`config.mk`:
```
export PLATFORM = sky130hd
export DESIGN_NAME = script_token_lexer
export DESIGN_NICKNAME = d
export VERILOG_FILES = /design/src/hdl/stl_pkg.sv /design/src/hdl/stl_out_queue.sv /design/src/hdl/script_token_lexer.sv
export SDC_FILE = /design/constraint.sdc
export NUM_CORES = 1
export LEC_CHECK = 0
export ABC_AREA = 1
export ABC_CLOCK_PERIOD_IN_PS = 9300
export BUFFER_PORTS_ARGS = -buffer_cell sky130_fd_sc_hd__buf_4
export CAP_MARGIN = 5
export CORE_MARGIN = 4
export CORE_UTILIZATION = 50
export DETAILED_ROUTE_END_ITERATION = 12
export GPL_TIMING_DRIVEN = 1
export PLACE_DENSITY = 0.71
export REMOVE_ABC_BUFFERS = 1
export SLEW_MARGIN = 30
export SYNTH_ARGS = -nofsm -noshare
export SYNTH_HDL_FRONTEND = slang
export SYNTH_SLANG_ARGS = --single-unit
```
`constraint.sdc`:
```
create_clock -name clk -period 9.3 [get_ports clk]
set_input_delay 1.395 -clock clk [delete_from_list [all_inputs] [get_ports clk]]
set_output_delay 1.395 -clock clk [all_outputs]
set_load 0.005 [all_outputs]
```
`src/hdl/stl_pkg.sv`:
```
`timescale 1ns / 1ps
// ----------------------------------------------------------------------------
// stl_pkg
// Shared types, token codes and keyword table for the script token lexer.
// ----------------------------------------------------------------------------
package stl_pkg;

    localparam int LINE_BITS     = 24;
    localparam int COLUMN_BITS   = 16;
    localparam int OFFSET_BITS   = 32;
    localparam int KEYWORD_CHARS = 9;
    localparam int WLEN_BITS     = $clog2(KEYWORD_CHARS + 2);
    localparam int KW_COUNT      = 14;

    typedef enum logic [5:0] {
        TOK_NUMBER       = 6'd0,
        TOK_STRING       = 6'd1,
        TOK_IDENTIFIER   = 6'd2,
        TOK_BOOLEAN      = 6'd3,
        TOK_NULL         = 6'd4,
        TOK_UNDEFINED    = 6'd5,
        TOK_LET          = 6'd6,
        TOK_CONST        = 6'd7,
        TOK_VAR          = 6'd8,
        TOK_FUNCTION     = 6'd9,
        TOK_RETURN       = 6'd10,
        TOK_IF           = 6'd11,
        TOK_ELSE         = 6'd12,
        TOK_FOR          = 6'd13,
        TOK_WHILE        = 6'd14,
        TOK_CLASS        = 6'd15,
        TOK_PLUS         = 6'd16,
        TOK_MINUS        = 6'd17,
        TOK_MULTIPLY     = 6'd18,
        TOK_DIVIDE       = 6'd19,
        TOK_MODULO       = 6'd20,
        TOK_ASSIGN       = 6'd21,
        TOK_EQUALS       = 6'd22,
        TOK_NOT_EQUALS   = 6'd23,
        TOK_LESS_THAN    = 6'd24,
        TOK_GREATER_THAN = 6'd25,
        TOK_LPAREN       = 6'd26,
        TOK_RPAREN       = 6'd27,
        TOK_LBRACE       = 6'd28,
        TOK_RBRACE       = 6'd29,
        TOK_LBRACKET     = 6'd30,
        TOK_RBRACKET     = 6'd31,
        TOK_SEMICOLON    = 6'd32,
        TOK_COMMA        = 6'd33,
        TOK_DOT          = 6'd34,
        TOK_NEWLINE      = 6'd35,
        TOK_INVALID      = 6'd36,
        TOK_END          = 6'd37
    } stl_tok_t;

    typedef enum logic [6:0] {
        MODE_IDLE = 7'b0000001,
        MODE_NUM  = 7'b0000010,
        MODE_STR  = 7'b0000100,
        MODE_ESC  = 7'b0001000,
        MODE_WORD = 7'b0010000,
        MODE_EQ   = 7'b0100000,
        MODE_BANG = 7'b1000000
    } stl_mode_t;

    typedef struct packed {
        logic [7:0] ch;
        logic       end_of_source;
    } stl_in_t;

    typedef struct packed {
        logic                   record_is_token;
        logic [7:0]             value_byte;
        logic [5:0]             token_type;
        logic [LINE_BITS-1:0]   start_line;
        logic [COLUMN_BITS-1:0] start_column;
        logic [OFFSET_BITS-1:0] start_position;
        logic                   last_of_item;
    } stl_out_t;

    typedef logic [KEYWORD_CHARS-1:0][7:0] stl_word_t;

    // keyword text right-aligned, first char in the highest used byte
    localparam logic [KEYWORD_CHARS*8-1:0] KW_TEXT [KW_COUNT] = '{
        "let", "const", "var", "function", "return", "if", "else", "for",
        "while", "class", "true", "false", "null", "undefined"
    };
    localparam int KW_LEN [KW_COUNT] = '{3, 5, 3, 8, 6, 2, 4, 3, 5, 5, 4, 5, 4, 9};
    localparam stl_tok_t KW_TYPE [KW_COUNT] = '{
        TOK_LET, TOK_CONST, TOK_VAR, TOK_FUNCTION, TOK_RETURN, TOK_IF, TOK_ELSE,
        TOK_FOR, TOK_WHILE, TOK_CLASS, TOK_BOOLEAN, TOK_BOOLEAN, TOK_NULL,
        TOK_UNDEFINED
    };

    function automatic stl_tok_t kw_type(stl_word_t w, logic [WLEN_BITS-1:0] len);
        stl_tok_t t;
        logic     hit;
        t = TOK_IDENTIFIER;
        for (int k = KW_COUNT - 1; k >= 0; k--) begin
            hit = (int'(len) == KW_LEN[k]);
            for (int i = 0; i < KEYWORD_CHARS; i++) begin
                if (i < KW_LEN[k]) begin
                    if (w[i] != KW_TEXT[k][8*(KW_LEN[k]-1-i) +: 8]) begin
                        hit = 1'b0;
                    end
                end
            end
            if (hit) begin
                t = KW_TYPE[k];
            end
        end
        return t;
    endfunction

endpackage

```
`src/hdl/stl_out_queue.sv`:
```
`timescale 1ns / 1ps
// ----------------------------------------------------------------------------
// stl_out_queue
// Two-entry result buffer; takes all results of one item at once and
// hands them out one per transaction.
// ----------------------------------------------------------------------------
module stl_out_queue (
    input  logic             clk,
    input  logic             rst_n,
    input  logic             push,
    input  logic [1:0]       push_count,
    input  stl_pkg::stl_out_t push_first,
    input  stl_pkg::stl_out_t push_second,
    output logic             free,
    output logic             valid,
    input  logic             stall,
    output stl_pkg::stl_out_t head
);
    import stl_pkg::*;

    logic [1:0] cnt_reg;
    stl_out_t   q0_reg;
    stl_out_t   q1_reg;
    logic       pop;

    assign valid = (cnt_reg != 2'd0);
    assign head  = q0_reg;
    assign pop   = valid && !stall;
    assign free  = (cnt_reg == 2'd0) || ((cnt_reg == 2'd1) && pop);

    always_ff @(posedge clk or negedge rst_n)
    begin
        if (!rst_n)
        begin
            cnt_reg <= 2'd0;
        end
        else if (push)
        begin
            cnt_reg <= push_count;
        end
        else if (pop)
        begin
            cnt_reg <= cnt_reg - 2'd1;
        end
    end

    always_ff @(posedge clk)
    begin
        if (push)
        begin
            q0_reg <= push_first;
            q1_reg <= push_second;
        end
        else if (pop)
        begin
            q0_reg <= q1_reg;
        end
    end

endmodule

```
`src/hdl/script_token_lexer.sv`:
```
`timescale 1ns / 1ps
// ----------------------------------------------------------------------------
// script_token_lexer
// Streaming lexer: one source byte in, value bytes and token records out.
// ----------------------------------------------------------------------------
// One source byte is taken per cycle while the output buffer has room, else
// src_stall holds it. Each byte is lexed in the cycle it is accepted and
// gives zero, one or two results, which land in a two-entry output buffer.
// A byte that gives two results (it closes a pending token and starts
// another) holds the input while the second result drains. Keyword matching
// compares the held word against a constant table when the word closes.
module script_token_lexer (
    input  logic              clk,
    input  logic              rst_n,
    input  logic              src_valid,
    output logic              src_stall,
    input  stl_pkg::stl_in_t  src_item,
    output logic              tok_valid,
    input  logic              tok_stall,
    output stl_pkg::stl_out_t tok_item
);
    import stl_pkg::*;

    localparam logic [LINE_BITS-1:0]   LINE_MAX = '1;
    localparam logic [COLUMN_BITS-1:0] COL_MAX  = '1;
    localparam logic [OFFSET_BITS-1:0] OFF_MAX  = '1;

    stl_mode_t              mode_reg, mode_next;
    logic                   quote_reg, quote_next;
    stl_word_t              word_reg, word_next;
    logic [WLEN_BITS-1:0]   wlen_reg, wlen_next;
    logic [LINE_BITS-1:0]   tline_reg, tline_next, line_reg, line_next;
    logic [COLUMN_BITS-1:0] tcol_reg, tcol_next, col_reg, col_next;
    logic [OFFSET_BITS-1:0] toff_reg, toff_next, off_reg, off_next;
    logic                   blank_reg, blank_next;

    logic       accept, free;
    logic       have_a, have_b, do_idle, do_adv;
    stl_out_t   rec_a, rec_b, first, second;
    logic [1:0] count;
    logic [7:0] c;

    function automatic stl_out_t mk(logic is_tok, logic [7:0] v, stl_tok_t t,
                                    logic [LINE_BITS-1:0] l, logic [COLUMN_BITS-1:0] cl,
                                    logic [OFFSET_BITS-1:0] o);
        stl_out_t r;
        r.record_is_token = is_tok;
        r.value_byte      = v;
        r.token_type      = t;
        r.start_line      = l;
        r.start_column    = cl;
        r.start_position  = o;
        r.last_of_item    = 1'b0;
        return r;
    endfunction

    function automatic logic is_digit(logic [7:0] x);
        return (x >= "0") && (x <= "9");
    endfunction

    function automatic logic word_start(logic [7:0] x);
        return ((x >= "a") && (x <= "z")) || ((x >= "A") && (x <= "Z")) ||
               (x == "_") || (x == "$");
    endfunction

    assign c         = src_item.ch;
    assign accept    = src_valid && free;
    assign src_stall = !free;

    always_comb
    begin
        stl_out_t close_rec;
        stl_tok_t t;
        mode_next  = mode_reg;
        quote_next = quote_reg;
        word_next  = word_reg;
        wlen_next  = wlen_reg;
        tline_next = tline_reg;
        tcol_next  = tcol_reg;
        toff_next  = toff_reg;
        line_next  = line_reg;
        col_next   = col_reg;
        off_next   = off_reg;
        blank_next = blank_reg;
        have_a     = 1'b0;
        have_b     = 1'b0;
        rec_a      = '0;
        rec_b      = '0;
        do_idle    = 1'b0;
        do_adv     = 1'b0;
        t          = TOK_INVALID;

        // record of the pending token when a byte closes it
        close_rec = mk(1'b1, 8'd0, TOK_STRING, tline_reg, tcol_reg, toff_reg);
        case (mode_reg)
            MODE_NUM:  close_rec.token_type = TOK_NUMBER;
            MODE_WORD: close_rec.token_type = kw_type(word_reg, wlen_reg);
            MODE_EQ:   close_rec.token_type = TOK_ASSIGN;
            MODE_BANG:
            begin
                close_rec.token_type = TOK_INVALID;
                close_rec.value_byte = "!";
            end
            default:   close_rec.token_type = TOK_STRING;
        endcase

        if (src_item.end_of_source)
        begin
            if (mode_reg != MODE_IDLE)
            begin
                have_a = 1'b1;
                rec_a  = close_rec;
            end
            else if (blank_reg)
            begin
                have_a = 1'b1;
                rec_a  = mk(1'b1, 8'd0, TOK_END, line_reg, col_reg, off_reg);
            end
            mode_next  = MODE_IDLE;
            quote_next = 1'b0;
            wlen_next  = '0;
            tline_next = LINE_BITS'(1);
            tcol_next  = COLUMN_BITS'(1);
            toff_next  = '0;
            line_next  = LINE_BITS'(1);
            col_next   = COLUMN_BITS'(1);
            off_next   = '0;
            blank_next = 1'b0;
        end
        else
        begin
            case (mode_reg)
                MODE_STR:
                begin
                    do_adv = 1'b1;
                    if (c == (quote_reg ? 8'h27 : 8'h22))
                    begin
                        have_a    = 1'b1;
                        rec_a     = mk(1'b1, 8'd0, TOK_STRING, tline_reg, tcol_reg, toff_reg);
                        mode_next = MODE_IDLE;
                    end
                    else if (c == 8'h5c)
                    begin
                        mode_next = MODE_ESC;
                    end
                    else
                    begin
                        have_a = 1'b1;
                        rec_a  = mk(1'b0, c, TOK_STRING, tline_reg, tcol_reg, toff_reg);
                    end
                end
                MODE_ESC:
                begin
                    do_adv    = 1'b1;
                    have_a    = 1'b1;
                    mode_next = MODE_STR;
                    rec_a     = mk(1'b0, c, TOK_STRING, tline_reg, tcol_reg, toff_reg);
                    case (c)
                        "n":     rec_a.value_byte = 8'h0a;
                        "t":     rec_a.value_byte = 8'h09;
                        "r":     rec_a.value_byte = 8'h0d;
                        default: rec_a.value_byte = c;
                    endcase
                end
                MODE_NUM:
                begin
                    have_a = 1'b1;
                    if (is_digit(c) || (c == "."))
                    begin
                        do_adv = 1'b1;
                        rec_a  = mk(1'b0, c, TOK_NUMBER, tline_reg, tcol_reg, toff_reg);
                    end
                    else
                    begin
                        rec_a   = close_rec;
                        do_idle = 1'b1;
                    end
                end
                MODE_WORD:
                begin
                    have_a = 1'b1;
                    if (word_start(c) || is_digit(c))
                    begin
                        do_adv = 1'b1;
                        rec_a  = mk(1'b0, c, TOK_IDENTIFIER, tline_reg, tcol_reg, toff_reg);
                        if (wlen_reg < WLEN_BITS'(KEYWORD_CHARS))
                        begin
                            word_next[wlen_reg] = c;
                            wlen_next = wlen_reg + WLEN_BITS'(1);
                        end
                        else
                        begin
                            wlen_next = WLEN_BITS'(KEYWORD_CHARS + 1);
                        end
                    end
                    else
                    begin
                        rec_a   = close_rec;
                        do_idle = 1'b1;
                    end
                end
                MODE_EQ, MODE_BANG:
                begin
                    have_a = 1'b1;
                    if (c == "=")
                    begin
                        do_adv    = 1'b1;
                        mode_next = MODE_IDLE;
                        rec_a     = mk(1'b1, 8'd0,
                                       (mode_reg == MODE_EQ) ? TOK_EQUALS : TOK_NOT_EQUALS,
                                       tline_reg, tcol_reg, toff_reg);
                    end
                    else
                    begin
                        rec_a   = close_rec;
                        do_idle = 1'b1;
                    end
                end
                default:
                begin
                    do_idle = 1'b1;
                end
            endcase

            if (do_idle)
            begin
                do_adv    = 1'b1;
                mode_next = MODE_IDLE;
                if (c inside {8'h20, 8'h09, 8'h0b, 8'h0c, 8'h0d})
                begin
                    blank_next = 1'b1;
                end
                else
                begin
                    blank_next = 1'b0;
                    tline_next = line_reg;
                    tcol_next  = col_reg;
                    toff_next  = off_reg;
                    if (is_digit(c))
                    begin
                        mode_next = MODE_NUM;
                        have_b    = 1'b1;
                        rec_b     = mk(1'b0, c, TOK_NUMBER, line_reg, col_reg, off_reg);
                    end
                    else if ((c == 8'h22) || (c == 8'h27))
                    begin
                        mode_next  = MODE_STR;
                        quote_next = (c == 8'h27);
                    end
                    else if (word_start(c))
                    begin
                        mode_next    = MODE_WORD;
                        word_next[0] = c;
                        wlen_next    = WLEN_BITS'(1);
                        have_b       = 1'b1;
                        rec_b        = mk(1'b0, c, TOK_IDENTIFIER, line_reg, col_reg, off_reg);
                    end
                    else if (c == "=")
                    begin
                        mode_next = MODE_EQ;
                    end
                    else if (c == "!")
                    begin
                        mode_next = MODE_BANG;
                    end
                    else
                    begin
                        case (c)
                            "+":     t = TOK_PLUS;
                            "-":     t = TOK_MINUS;
                            "*":     t = TOK_MULTIPLY;
                            "/":     t = TOK_DIVIDE;
                            "%":     t = TOK_MODULO;
                            "<":     t = TOK_LESS_THAN;
                            ">":     t = TOK_GREATER_THAN;
                            "(":     t = TOK_LPAREN;
                            ")":     t = TOK_RPAREN;
                            "{":     t = TOK_LBRACE;
                            "}":     t = TOK_RBRACE;
                            "[":     t = TOK_LBRACKET;
                            "]":     t = TOK_RBRACKET;
                            ";":     t = TOK_SEMICOLON;
                            ",":     t = TOK_COMMA;
                            ".":     t = TOK_DOT;
                            8'h0a:   t = TOK_NEWLINE;
                            default: t = TOK_INVALID;
                        endcase
                        have_b = 1'b1;
                        rec_b  = mk(1'b1, (t == TOK_INVALID) ? c : 8'd0, t,
                                    line_reg, col_reg, off_reg);
                    end
                end
            end

            // saturating position counters
            if (do_adv)
            begin
                if (c == 8'h0a)
                begin
                    if (line_reg != LINE_MAX)
                    begin
                        line_next = line_reg + LINE_BITS'(1);
                    end
                    col_next = COLUMN_BITS'(1);
                end
                else if (col_reg != COL_MAX)
                begin
                    col_next = col_reg + COLUMN_BITS'(1);
                end
                if (off_reg != OFF_MAX)
                begin
                    off_next = off_reg + OFFSET_BITS'(1);
                end
            end
        end

        first  = have_a ? rec_a : rec_b;
        second = rec_b;
        count  = {1'b0, have_a} + {1'b0, have_b};
        if (count == 2'd2)
        begin
            second.last_of_item = 1'b1;
        end
        else
        begin
            first.last_of_item = 1'b1;
        end
    end

    always_ff @(posedge clk or negedge rst_n)
    begin
        if (!rst_n)
        begin
            mode_reg  <= MODE_IDLE;
            quote_reg <= 1'b0;
            wlen_reg  <= '0;
            tline_reg <= LINE_BITS'(1);
            tcol_reg  <= COLUMN_BITS'(1);
            toff_reg  <= '0;
            line_reg  <= LINE_BITS'(1);
            col_reg   <= COLUMN_BITS'(1);
            off_reg   <= '0;
            blank_reg <= 1'b0;
        end
        else if (accept)
        begin
            mode_reg  <= mode_next;
            quote_reg <= quote_next;
            wlen_reg  <= wlen_next;
            tline_reg <= tline_next;
            tcol_reg  <= tcol_next;
            toff_reg  <= toff_next;
            line_reg  <= line_next;
            col_reg   <= col_next;
            off_reg   <= off_next;
            blank_reg <= blank_next;
        end
    end

    always_ff @(posedge clk)
    begin
        if (accept)
        begin
            word_reg <= word_next;
        end
    end

    stl_out_queue u_out_queue (
        .clk         (clk),
        .rst_n       (rst_n),
        .push        (accept),
        .push_count  (count),
        .push_first  (first),
        .push_second (second),
        .free        (free),
        .valid       (tok_valid),
        .stall       (tok_stall),
        .head        (tok_item)
    );

endmodule
```
---- Word-level counts from Yosys, hierarchy flattened ----
Cells that the tools add are included.
word-level totals
  logic and storage cells ................. 409
  input bits .............................. 13
  bits in registers ....................... 407
cells by class
  order comparisons ....................... 9
  bitwise gates (word level) .............. 1
  eq/ne operators ......................... 103
  multiplexer cells ....................... 216
  reduce and logical (&&, ||, !) cells .... 40
  add/subtract/negate cells ............... 6
operator list
  kind                                                                     number
  88-bit two-way mux                                                       17
  88-bit one-hot mux with 5 select lines                                   1
  8-bit by 7-bit inequality test with 1-bit output, second input constant  46
  32-bit two-way mux                                                       6
  87-bit two-way mux                                                       2
  24-bit two-way mux                                                       7
  8-bit by 6-bit == test with 1-bit output, second input constant          18
  6-bit two-way mux                                                        22
  16-bit two-way mux                                                       7
  1-bit two-way mux                                                        111
  6-bit one-hot mux with 17 select lines                                   1
  8-bit two-way mux                                                        10
  7-bit two-way mux                                                        11
  72-bit bitwise mux                                                       1
  8-bit by 7-bit == test with 1-bit output, second input constant          9
  8-bit by 4-bit == test with 1-bit output, second input constant          5
  4-bit two-way mux                                                        9
  32-bit by 1-bit adder with 32-bit output, second input constant          1
  8-bit demux with 4-bit select                                            1
  32-bit inequality test, second input constant                            1
  24-bit by 1-bit adder with 24-bit output, second input constant          1
  24-bit inequality test, second input constant                            1
  6-bit one-hot mux with 4 select lines                                    1
  8-bit one-hot mux with 3 select lines                                    1
  other kinds (47)                                                         85

---- Logic depth before layout (Yosys ltp) ----
Gate-level depths: netlist of the first run.
  depth after elaboration ................. 32
  depth in mapped cells ................... 18
  mapped depth without buffers ............ 16

---- Cells and area by module ----
Synthesis of the first run repeated with hierarchy kept, for this count alone.
unflattened totals
  cell total of the unflattened synthesis .. 2,425
  area, all modules ....................... 20,943.8 µm²
by module, submodules not included
  module              sequential area each (µm²)  cells each  instances  area each (µm²)
  script_token_lexer  6,097.1                     1,943       1          14,365.0
  stl_out_queue       5,335.1                     482         1          6,578.8

---- Least setup slack after synthesis of the first run ----
No wires, ideal clock.
  path kind ............................... input port to flip-flop
  start ................................... input port tok_stall
  end ..................................... register u_out_queue.q0_reg, in the netlist u_out_queue.head[0], enable pin
  data required time ...................... 8.748 ns
  data arrival time ....................... 5.416 ns
  buffers on the path ..................... 0
  setup slack ............................. 3.333 ns
  stages .................................. 1
  library setup time ...................... 0.552 ns
  cells stage by stage .................... o21ai_1
between the ends
  word-level cells in the longest chain between the ends .. 6
ends and longest elaborated chain
  item                                   line                      source
  start: declaration                     script_token_lexer.sv:19  input logic tok_stall,
  1-bit logical NOT *                    stl_out_queue.sv:28       assign pop = valid && !stall;
  1-bit logical AND *                    stl_out_queue.sv:28
  1-bit logical AND                      stl_out_queue.sv:29       assign free = (cnt_reg == 2'd0) || ((cnt_reg == 2'd1) && pop);
  1-bit logical OR                       stl_out_queue.sv:29
  1-bit logical AND                      script_token_lexer.sv:67  assign accept = src_valid && free;
  2-bit nonzero test (no source line) *  --
  end signal: assignment                 stl_out_queue.sv:51       q0_reg <= push_first;
  end signal: assignment                 stl_out_queue.sv:56       q0_reg <= q1_reg;
  end: declaration                       stl_out_queue.sv:22       stl_out_t q0_reg;
Mark *: on every way between the ends. The rest lies on a longest branch, timed or not.
A chain may end at the register's enable or synchronous reset.

---- Worst setup path after layout of the first run ----
  start ................................... input port src_item[3] (netlist bit)
  end ..................................... register u_out_queue.q0_reg, in the netlist u_out_queue.head[12] (data pin)
between the ends
  word-level cells in the longest chain between the ends .. 13
ends and longest elaborated chain
  item                                                                                                                                              line                                                  source
  start: declaration                                                                                                                                script_token_lexer.sv:17                              input stl_pkg::stl_in_t src_item,
  8-bit by 7-bit greater-or-equal comparator with 1-bit output / 8-bit by 7-bit less-or-equal comparator with 1-bit output (equally long branches)  script_token_lexer.sv:62                              return ((x >= "a") && (x <= "z")) || ((x >= "A") && (x <= "Z")) ||
  1-bit logical AND                                                                                                                                 script_token_lexer.sv:62
  1-bit logical OR (2 in a row)                                                                                                                     script_token_lexer.sv:62
  1-bit logical OR                                                                                                                                  script_token_lexer.sv:63                              (x == "_") || (x == "$");
  1-bit logical OR / 88-bit two-way mux (equally long branches)                                                                                     script_token_lexer.sv:182, script_token_lexer.sv:250
  1-bit two-way mux / 88-bit two-way mux (equally long branches)                                                                                    script_token_lexer.sv:182, script_token_lexer.sv:245
  1-bit one-hot mux with 4 select lines / 88-bit two-way mux (equally long branches)                                                                script_token_lexer.sv:132, script_token_lexer.sv:239
  1-bit two-way mux / 88-bit two-way mux (equally long branches)                                                                                    script_token_lexer.sv:107, script_token_lexer.sv:229
  88-bit two-way mux                                                                                                                                script_token_lexer.sv:225                             if (do_idle)
  88-bit two-way mux                                                                                                                                script_token_lexer.sv:107                             if (src_item.end_of_source)
  88-bit two-way mux *                                                                                                                              script_token_lexer.sv:317                             first = have_a ? rec_a : rec_b;
  88-bit two-way mux *                                                                                                                              stl_out_queue.sv:49                                   if (push)
Mark *: on every way between the ends. The rest lies on a longest branch, timed or not. The select of a mux whose other input is x is not followed.

==> results of run 1 <==
## stage by stage
| step | TNS [ns] | hold WS, ns | setup WS [ns] | power, uW | util |
|---|---|---|---|---|---|
| floorplan | -37.90 | 0.453 | -0.424 | 4060 | - |
| global placement | 0 | 0.463 | 4.40 | 4850 | 0.528 |
| detailed placement | 0 | 0.468 | 4.25 | 4890 | 0.528 |
| CTS | 0 | 0.477 | 4.79 | 6720 | 0.563 |
| global route | 0 | 0.509 | 4.40 | 7090 | 0.563 |
| finish | 0 | 0.478 | 4.72 | 6670 | 0.563 |
## cells in the final DEF (no fill, tap or decap), types with 13 or more instances in the layout
cell and n:
nand3_1 90, o21ai_1 65, nor2_2 15, clkbuf_1 14, inv_2 15, o21ai_0 76, buf_4 116, nand2_1 868
dfrtp_1 154, clkbuf_16 46, nor3_1 69, a31oi_1 13, nor4_1 24, inv_1 270, nor2_1 187, edfxtp_1 248
a21oi_1 197, nand4_1 57
## power breakdown
part	internal [uW]	total, uW	switching, uW
logic	685	2110	1420
clock network	1080	1800	723
registers	2510	2760	250
total	4270	6670	2390
## per-layer routing
layer  global-route usage  routed length, um
met3               0.0352               3430
met1                0.329              24800
met2                0.394              26000
met4               0.0899               1720
met5                    0                  0
## worst paths after layout
path / endpoint / start / slack [ns] / cells past startpoint
setup / recovery: u_out_queue.head[12] / src_item[3] / 4.72 / 15
hold / removal: tcol_reg[0] / tcol_reg[0] / 0.48 / 2
setup reg to reg: u_out_queue.head[12] / mode_reg[0] / 5.25 / 16
hold reg to reg: tcol_reg[0] / tcol_reg[0] / 0.48 / 2
max in group asynchronous: u_out_queue.cnt_reg[0] / rst_n / 7.01 / 2
min in group asynchronous: toff_reg[10] / rst_n / 0.90 / 1
## cell type report
| cell class | instances | area (um^2) | area share |
|---|---|---|---|
| flip-flops and latches | 407 | 11400 | 0.482 |
| multi-input cells | 1771 | 8170 | 0.344 |
| repair buffers | 117 | 885 | 0.0373 |
| clock inverters | 15 | 184 | 0.00775 |
| clock buffers | 67 | 1300 | 0.0548 |
| well taps | 539 | 674 | 0.0284 |
| inverters | 288 | 1090 | 0.0458 |
## cell families after synthesis
| kind of cell | count (synthesis) | synth area share |
|---|---|---|
| XOR/XNOR | 11 | 0.00451 |
| AND/OR/NAND/NOR | 1353 | 0.270 |
| buffers and inverters | 414 | 0.0847 |
| AO/OA/AOI/OAI | 396 | 0.0995 |
| flip-flops | 407 | 0.535 |
| adder cells (fa/ha/maj) | 11 | 0.00644 |
## worst min-delay path: cells and delay by family (launching register included)
family	cells	cell delay [ns]
flip-flops	1	0.37
AO/OA/AOI/OAI	1	0.06
AND/OR/NAND/NOR	1	0.05
## Yosys cell counts, types with 13 or more instances
master    instances
a21oi_1         197
inv_1           272
clkbuf_1         56
buf_2            15
nor2_1          187
buf_6            20
buf_4            22
nor2_2           15
dfrtp_1         154
o21ai_0          76
a31oi_1          13
nand2_1         869
nor3_1           70
nor4_1           24
inv_2            14
nand3_1          90
edfxtp_1        248
o21ai_1          66
nand4_1          57
==> results.md, run 1 <==
* Grt total ovfl at 0
* Number of setup buffers added after CTS at 0
* Via Count at 17580
* Syn_area_per_cell at a little over 8 um^2
* Post-CTS sizing at 0
* Hold_buf cts at 0
* CTS H-tree depth at 2
* Max clock buf depth at 3
* Final hold vios at 0
* Num ports at around 100
* Fraction of layout cells with a size suffix above 1 at 0.0953
* Nets at 2653
* Arr. time, crit path at approximately 5 ns
* Area contributors post-synth: edfxtp_1, dfrtp_1, nand2_1, inv_1, a21oi_1
* Largest net degree at the start of global routing at 97
* Yosys top cell by area: edfxtp_1
* Total routed wirelength at 56000 um
* Core area at 42100 um^2
* Vias in the first global route at 17264
* CP Buf/Inv Count at 4
* Placed wire-length estimate at 36400 um
* Yosys cell types at a little over 60
* Die X at 215 um
* Number of antenna diodes at 0
* Gp weighted congestion at between 0.9 and 1
* Status: finished clean
* Initial drt markers at 1486
* Synth warn at 0
* Critical path's most frequent cell: nand2_1
* Critical path class: primary input to register
* Unrepaired setup endpoints after global routing: false
* Count of clock tree sinks at 407
* Max FO, Critical Path at 76
* Peak VDD IR at 0.169 mV
* Crit-path max cell delay at ~0.77 ns
* Pwr dens at 281 nW/um^2
* Ys flop type: edfxtp_1
* DIE AREA at 46100 um^2
* CP cell instances: buf_4 > nand2_1 > inv_1 > nand4_1 > nand2_1 > nand2_1 > nor2_2 > nor2_4 > nor2_4 > buf_4 > buf_4 > a21oi_1 > a21oi_1 > nand2_1 > nand2_1
* Final Max Slew Viols at 0
* GRT Util Overall at 0.241
* Fin crit share at 0.492
* Cell leakage power at between 0.01 and 0.015 uW
* Ys async rst share at 0.391
* Placed instance count at ~3100
* Seq cells post-synth at 407
* Max-Cap Viols at 0
* Initial antenna violation count at 0
* Sequential share of the synthesized area at 0.535
* CTS tree: built
* Post-synth EDFFs at 248
* Initial core utilization at 0.507
* Max Freq at 219 MHz
* Skew final at between 0.015 and 0.02 ns
* CP Data Required Time at between 9 and 10 ns
* Clock latency on the worst-skew pair at 0.57 ns
* Area growth from synthesis to layout at 11.0%
* Drt drc at 0
* Synthesized cell area at 21400 um^2
* Die height at 215 um
* CP top delay family: buffers and inverters
* Final Cell Area at 23700 um^2
* Via-to-Cell Ratio at 5.49
* Clk pin slew, worst setup/hold paths at 0.06 ns
* Synth Instances at 2592
* Worst-Margin Slew at 0.951 ns
* CP Capture Type: register
* Root Buffer Master: clkbuf_16
* Min-Delay Path Class: register to register
* Placed cell area at 22200 um^2
* Top-area cell type share of the netlist area at 0.348
* WL/cell at 17.5 um
* Fillers at 3817
* Fin cells at 3204
* First-pass GRT wire length at 91600 um
* Minimum clock period at ~4.6 ns
* Slew headroom at 0.366
* Port bufs at 102
* Slowest-stage cell, CP: buf_4
* TritonRoute pass-1 iters at 6
* Num CTS Buffers at 44
* Site Rows at 75
* Final ANT Viol Nets at 0
* Setup violations, final at 0
* Startpoint types: primary input
(Power assumes the default switching activity.)
==> run 2, diff against run 1 <==
--- a/config.mk
+++ b/config.mk
@@ -5,8 +5,8 @@
 export SDC_FILE = /design/constraint.sdc
 export NUM_CORES = 1
 export LEC_CHECK = 0
-export ABC_AREA = 1
-export ABC_CLOCK_PERIOD_IN_PS = 9300
+export ABC_AREA = 0
+export ABC_CLOCK_PERIOD_IN_PS = 4300
 export BUFFER_PORTS_ARGS = -buffer_cell sky130_fd_sc_hd__buf_4
 export CAP_MARGIN = 5
 export CORE_MARGIN = 4
==> constraint.sdc (replaced) <==
create_clock -name clk -period 4.3 [get_ports clk]
set_input_delay 0.645 -clock clk [delete_from_list [all_inputs] [get_ports clk]]
set_output_delay 0.645 -clock clk [all_outputs]
set_load 0.005 [all_outputs]
==> run 2 against run 1 <==
Compared with the run above: final cell count shrank 26%; non-clock buffer count grew 28; final area shrank 5.0%; combinational power grew 31%; first-iteration DRC count grew 6.1%; critical path type is now register to register; largest cell class unchanged.
==> results.md, run 2 <==
* Synth top cells by count: edfxtp_1, dfrtp_1, nand2_1
* Reg2Reg Setup Slack at 0.58 ns
* Pre-CTS WS at 0.350 ns
* FF-to-FF path depth at 8
* Startpoint types: register
* Area of the multi-input gates at between 7000 and 8000 um^2
* Ys async rst share at 0.391
* Reg2reg start: mode_reg[4]
* Worst-Margin Slew at 1.02 ns
* Fraction of layout cells with a size suffix above 1 at 0.140
* Synthesized cell area at 19900 um^2
* Post-CTS sizing at 0
* Crit path from: mode_reg[4]
* Critical path class: register to register
* Crit-path max cell delay at 0.69 ns
* CTS tree: built
* Setup violations, final at 0
* Final Cell Area at between 20000 and 25000 um^2
* Synth Instances at 1792
* Clock latency on the worst-skew pair at 0.55 ns
* Fin util at 0.578
* Cell leakage power at 0.00846 uW
* Final Max Slew Viols at 0
* Synth warn at 0
* Fin worst setup slack at 0.578 ns
* Number of antenna diodes at 0
* Fin crit share at 0.866
* Count of clock tree sinks at 407
* Initial antenna violation count at 0
* Skew final at around 0.020 ns
* Placed cell area at around 21000 um^2
* Site Rows at 72
* Num CTS Buffers at 42
* Most numerous cell in the Yosys netlist: edfxtp_1
* Via-to-Cell Ratio at 6.38
* Area growth from synthesis to layout at 13.3%
* Ys flop type: edfxtp_1
* Die X at 207 um
* Slew headroom at 0.318
* DIE AREA at 43000 um^2
* Slowest-stage cell, CP: nor3_2
* Sequential share of the synthesized area at 0.575
* Reg power frac at 0.451
* Clock network power share at 0.317
* Gp weighted congestion at 0.961
* Max FO, Critical Path at 50
* Clk pin slew, worst setup/hold paths at roughly 0.060 ns
* Port bufs at 102
* First-pass GRT wire length at 85500 um
* Critical R2R Capture: u_out_queue.q1_reg[28]
* CTS H-tree depth at 2
* Largest net degree at the start of global routing at 83
* Core area at 39000 um^2
* Placed instance count at approximately 2300
* Number of setup buffers added after CTS at 0
* FF/Latch Area at 11400 um^2
* TritonRoute pass-1 iters at 5
* Status: finished clean
* Grt total ovfl at 0
* Most common cell after layout, fill and taps aside: edfxtp_1
* Num ports at just over 100
* Post-synth EDFFs at 248
* Unrepaired setup endpoints after global routing: false
* Internal power at 8280 uW
* Initial drt markers at between 1500 and 2000
* WL/cell at 22.4 um
* Max-Cap Viols at 0
* Final ANT Viol Nets at 0
* Initial core utilization at 0.510
* CP Data Required Time at 4.72 ns
* Final Power at 11900 uW
* Switching share of power at 0.306
* Fin cells at 2384
* Hold_buf cts at 0
* CP Capture Point: u_out_queue.q1_reg[28]
* Most frequent cells in the layout: edfxtp_1, dfrtp_1, nand2_1
* Yosys cell types at 88
* Critical path's most frequent cell: nor3_2
* Root Buffer Master: clkbuf_16
* Placed wire-length estimate at 33400 um
* Max clock buf depth at 3
* Final hold vios at 0
* Max Freq at roughly 270 MHz
* Via Count at 15208
* Area contributors post-synth: edfxtp_1, dfrtp_1, a221o_1, a22o_1, nand2_1
* CP cell instances: nor3_2 > nand4b_1 > o2bb2ai_2 > a31oi_4 > a21o_1 > nor3_2 > buf_4 > and2_1
* Top-area cell type share of the netlist area at 0.374
* Total routed wirelength at about 54000 um
* Peak VDD IR at ~0.30 mV
* Die height at 207 um
* Min-Delay Path Class: primary input to async pin
* Seq cells post-synth at approximately 410
* Fillers at 3196
* Switch Pwr at 3660 uW
* Pwr dens at approximately 530 nW/um^2
* GRT Util Overall at 0.241
* Arr. time, crit path at 4.14 ns
* Drt drc at 0
* Syn_area_per_cell at 11.1 um^2
* Logic pwr share at 0.232
* Vias in the first global route at 15093
* CP Capture Type: register
* Minimum clock period at between 3 and 4 ns
* Nets at 1858
* Yosys top cell by area: edfxtp_1
==> run 2: worst min path at each step <==
stage / end / slack [ns]
global placement: tline_reg[0] / 0.44
CTS: tline_reg[8] / 0.19
floorplan: blank_reg / 0.35
finish: tline_reg[18] / 0.17
detailed placement: tline_reg[0] / 0.45
global route: tline_reg[18] / 0.22
==> run 2: layer usage <==
layer	vias up	GRT usage	wire [um]
met5	-	0	0
met4	0	0.0846	1800
met3	122	0.0431	4050
met2	710	0.389	25400
met1	7519	0.333	22300
li1	6857	-	-
==> run 2: cells by family after synthesis <==
group	count (synthesis)	synth area share
AO/OA/AOI/OAI	459	0.165
XOR/XNOR	57	0.0251
adder cells (fa/ha/maj)	12	0.00742
buffers and inverters	184	0.0387
flip-flops	407	0.575
multiplexers	11	0.00610
AND/OR/NAND/NOR	662	0.183
==> run 2: power groups by stage <==
stage	clock network [uW]	registers (uW)	logic (uW)
after floorplan	0	5390	1350
after global placement	0	5440	2720
after detailed placement	0	5440	2780
after CTS	3840	5380	2790
after global routing	3990	5450	3000
final	3790	5380	2770
==> run 2: worst max-delay path: cells and delay by family, from the launching register on <==
| kind | cells | cell delay (ns) |
|---|---|---|
| AOI/OAI and AO/OA | 3 | 0.71 |
| buffers and inverters | 1 | 0.57 |
| DFF | 1 | 0.52 |
| and+or+nand+nor | 4 | 1.73 |
==> run 2: stage by stage <==
stage                     hold WS [ns]  TNS [ns]
after floorplan                  0.349  -1696.89
after global placement           0.445         0
after detailed placement         0.454         0
after CTS                        0.185         0
after global routing             0.222         0
final                            0.168         0
==> run 2: area by class of cell <==
type                    instances  area share
multi-input cells            1201       0.345
repair buffers                145      0.0501
clock inverters                16      0.0106
inverters                      37     0.00627
clock buffers                  60      0.0523
well taps                     518      0.0287
flip-flops and latches        407       0.507
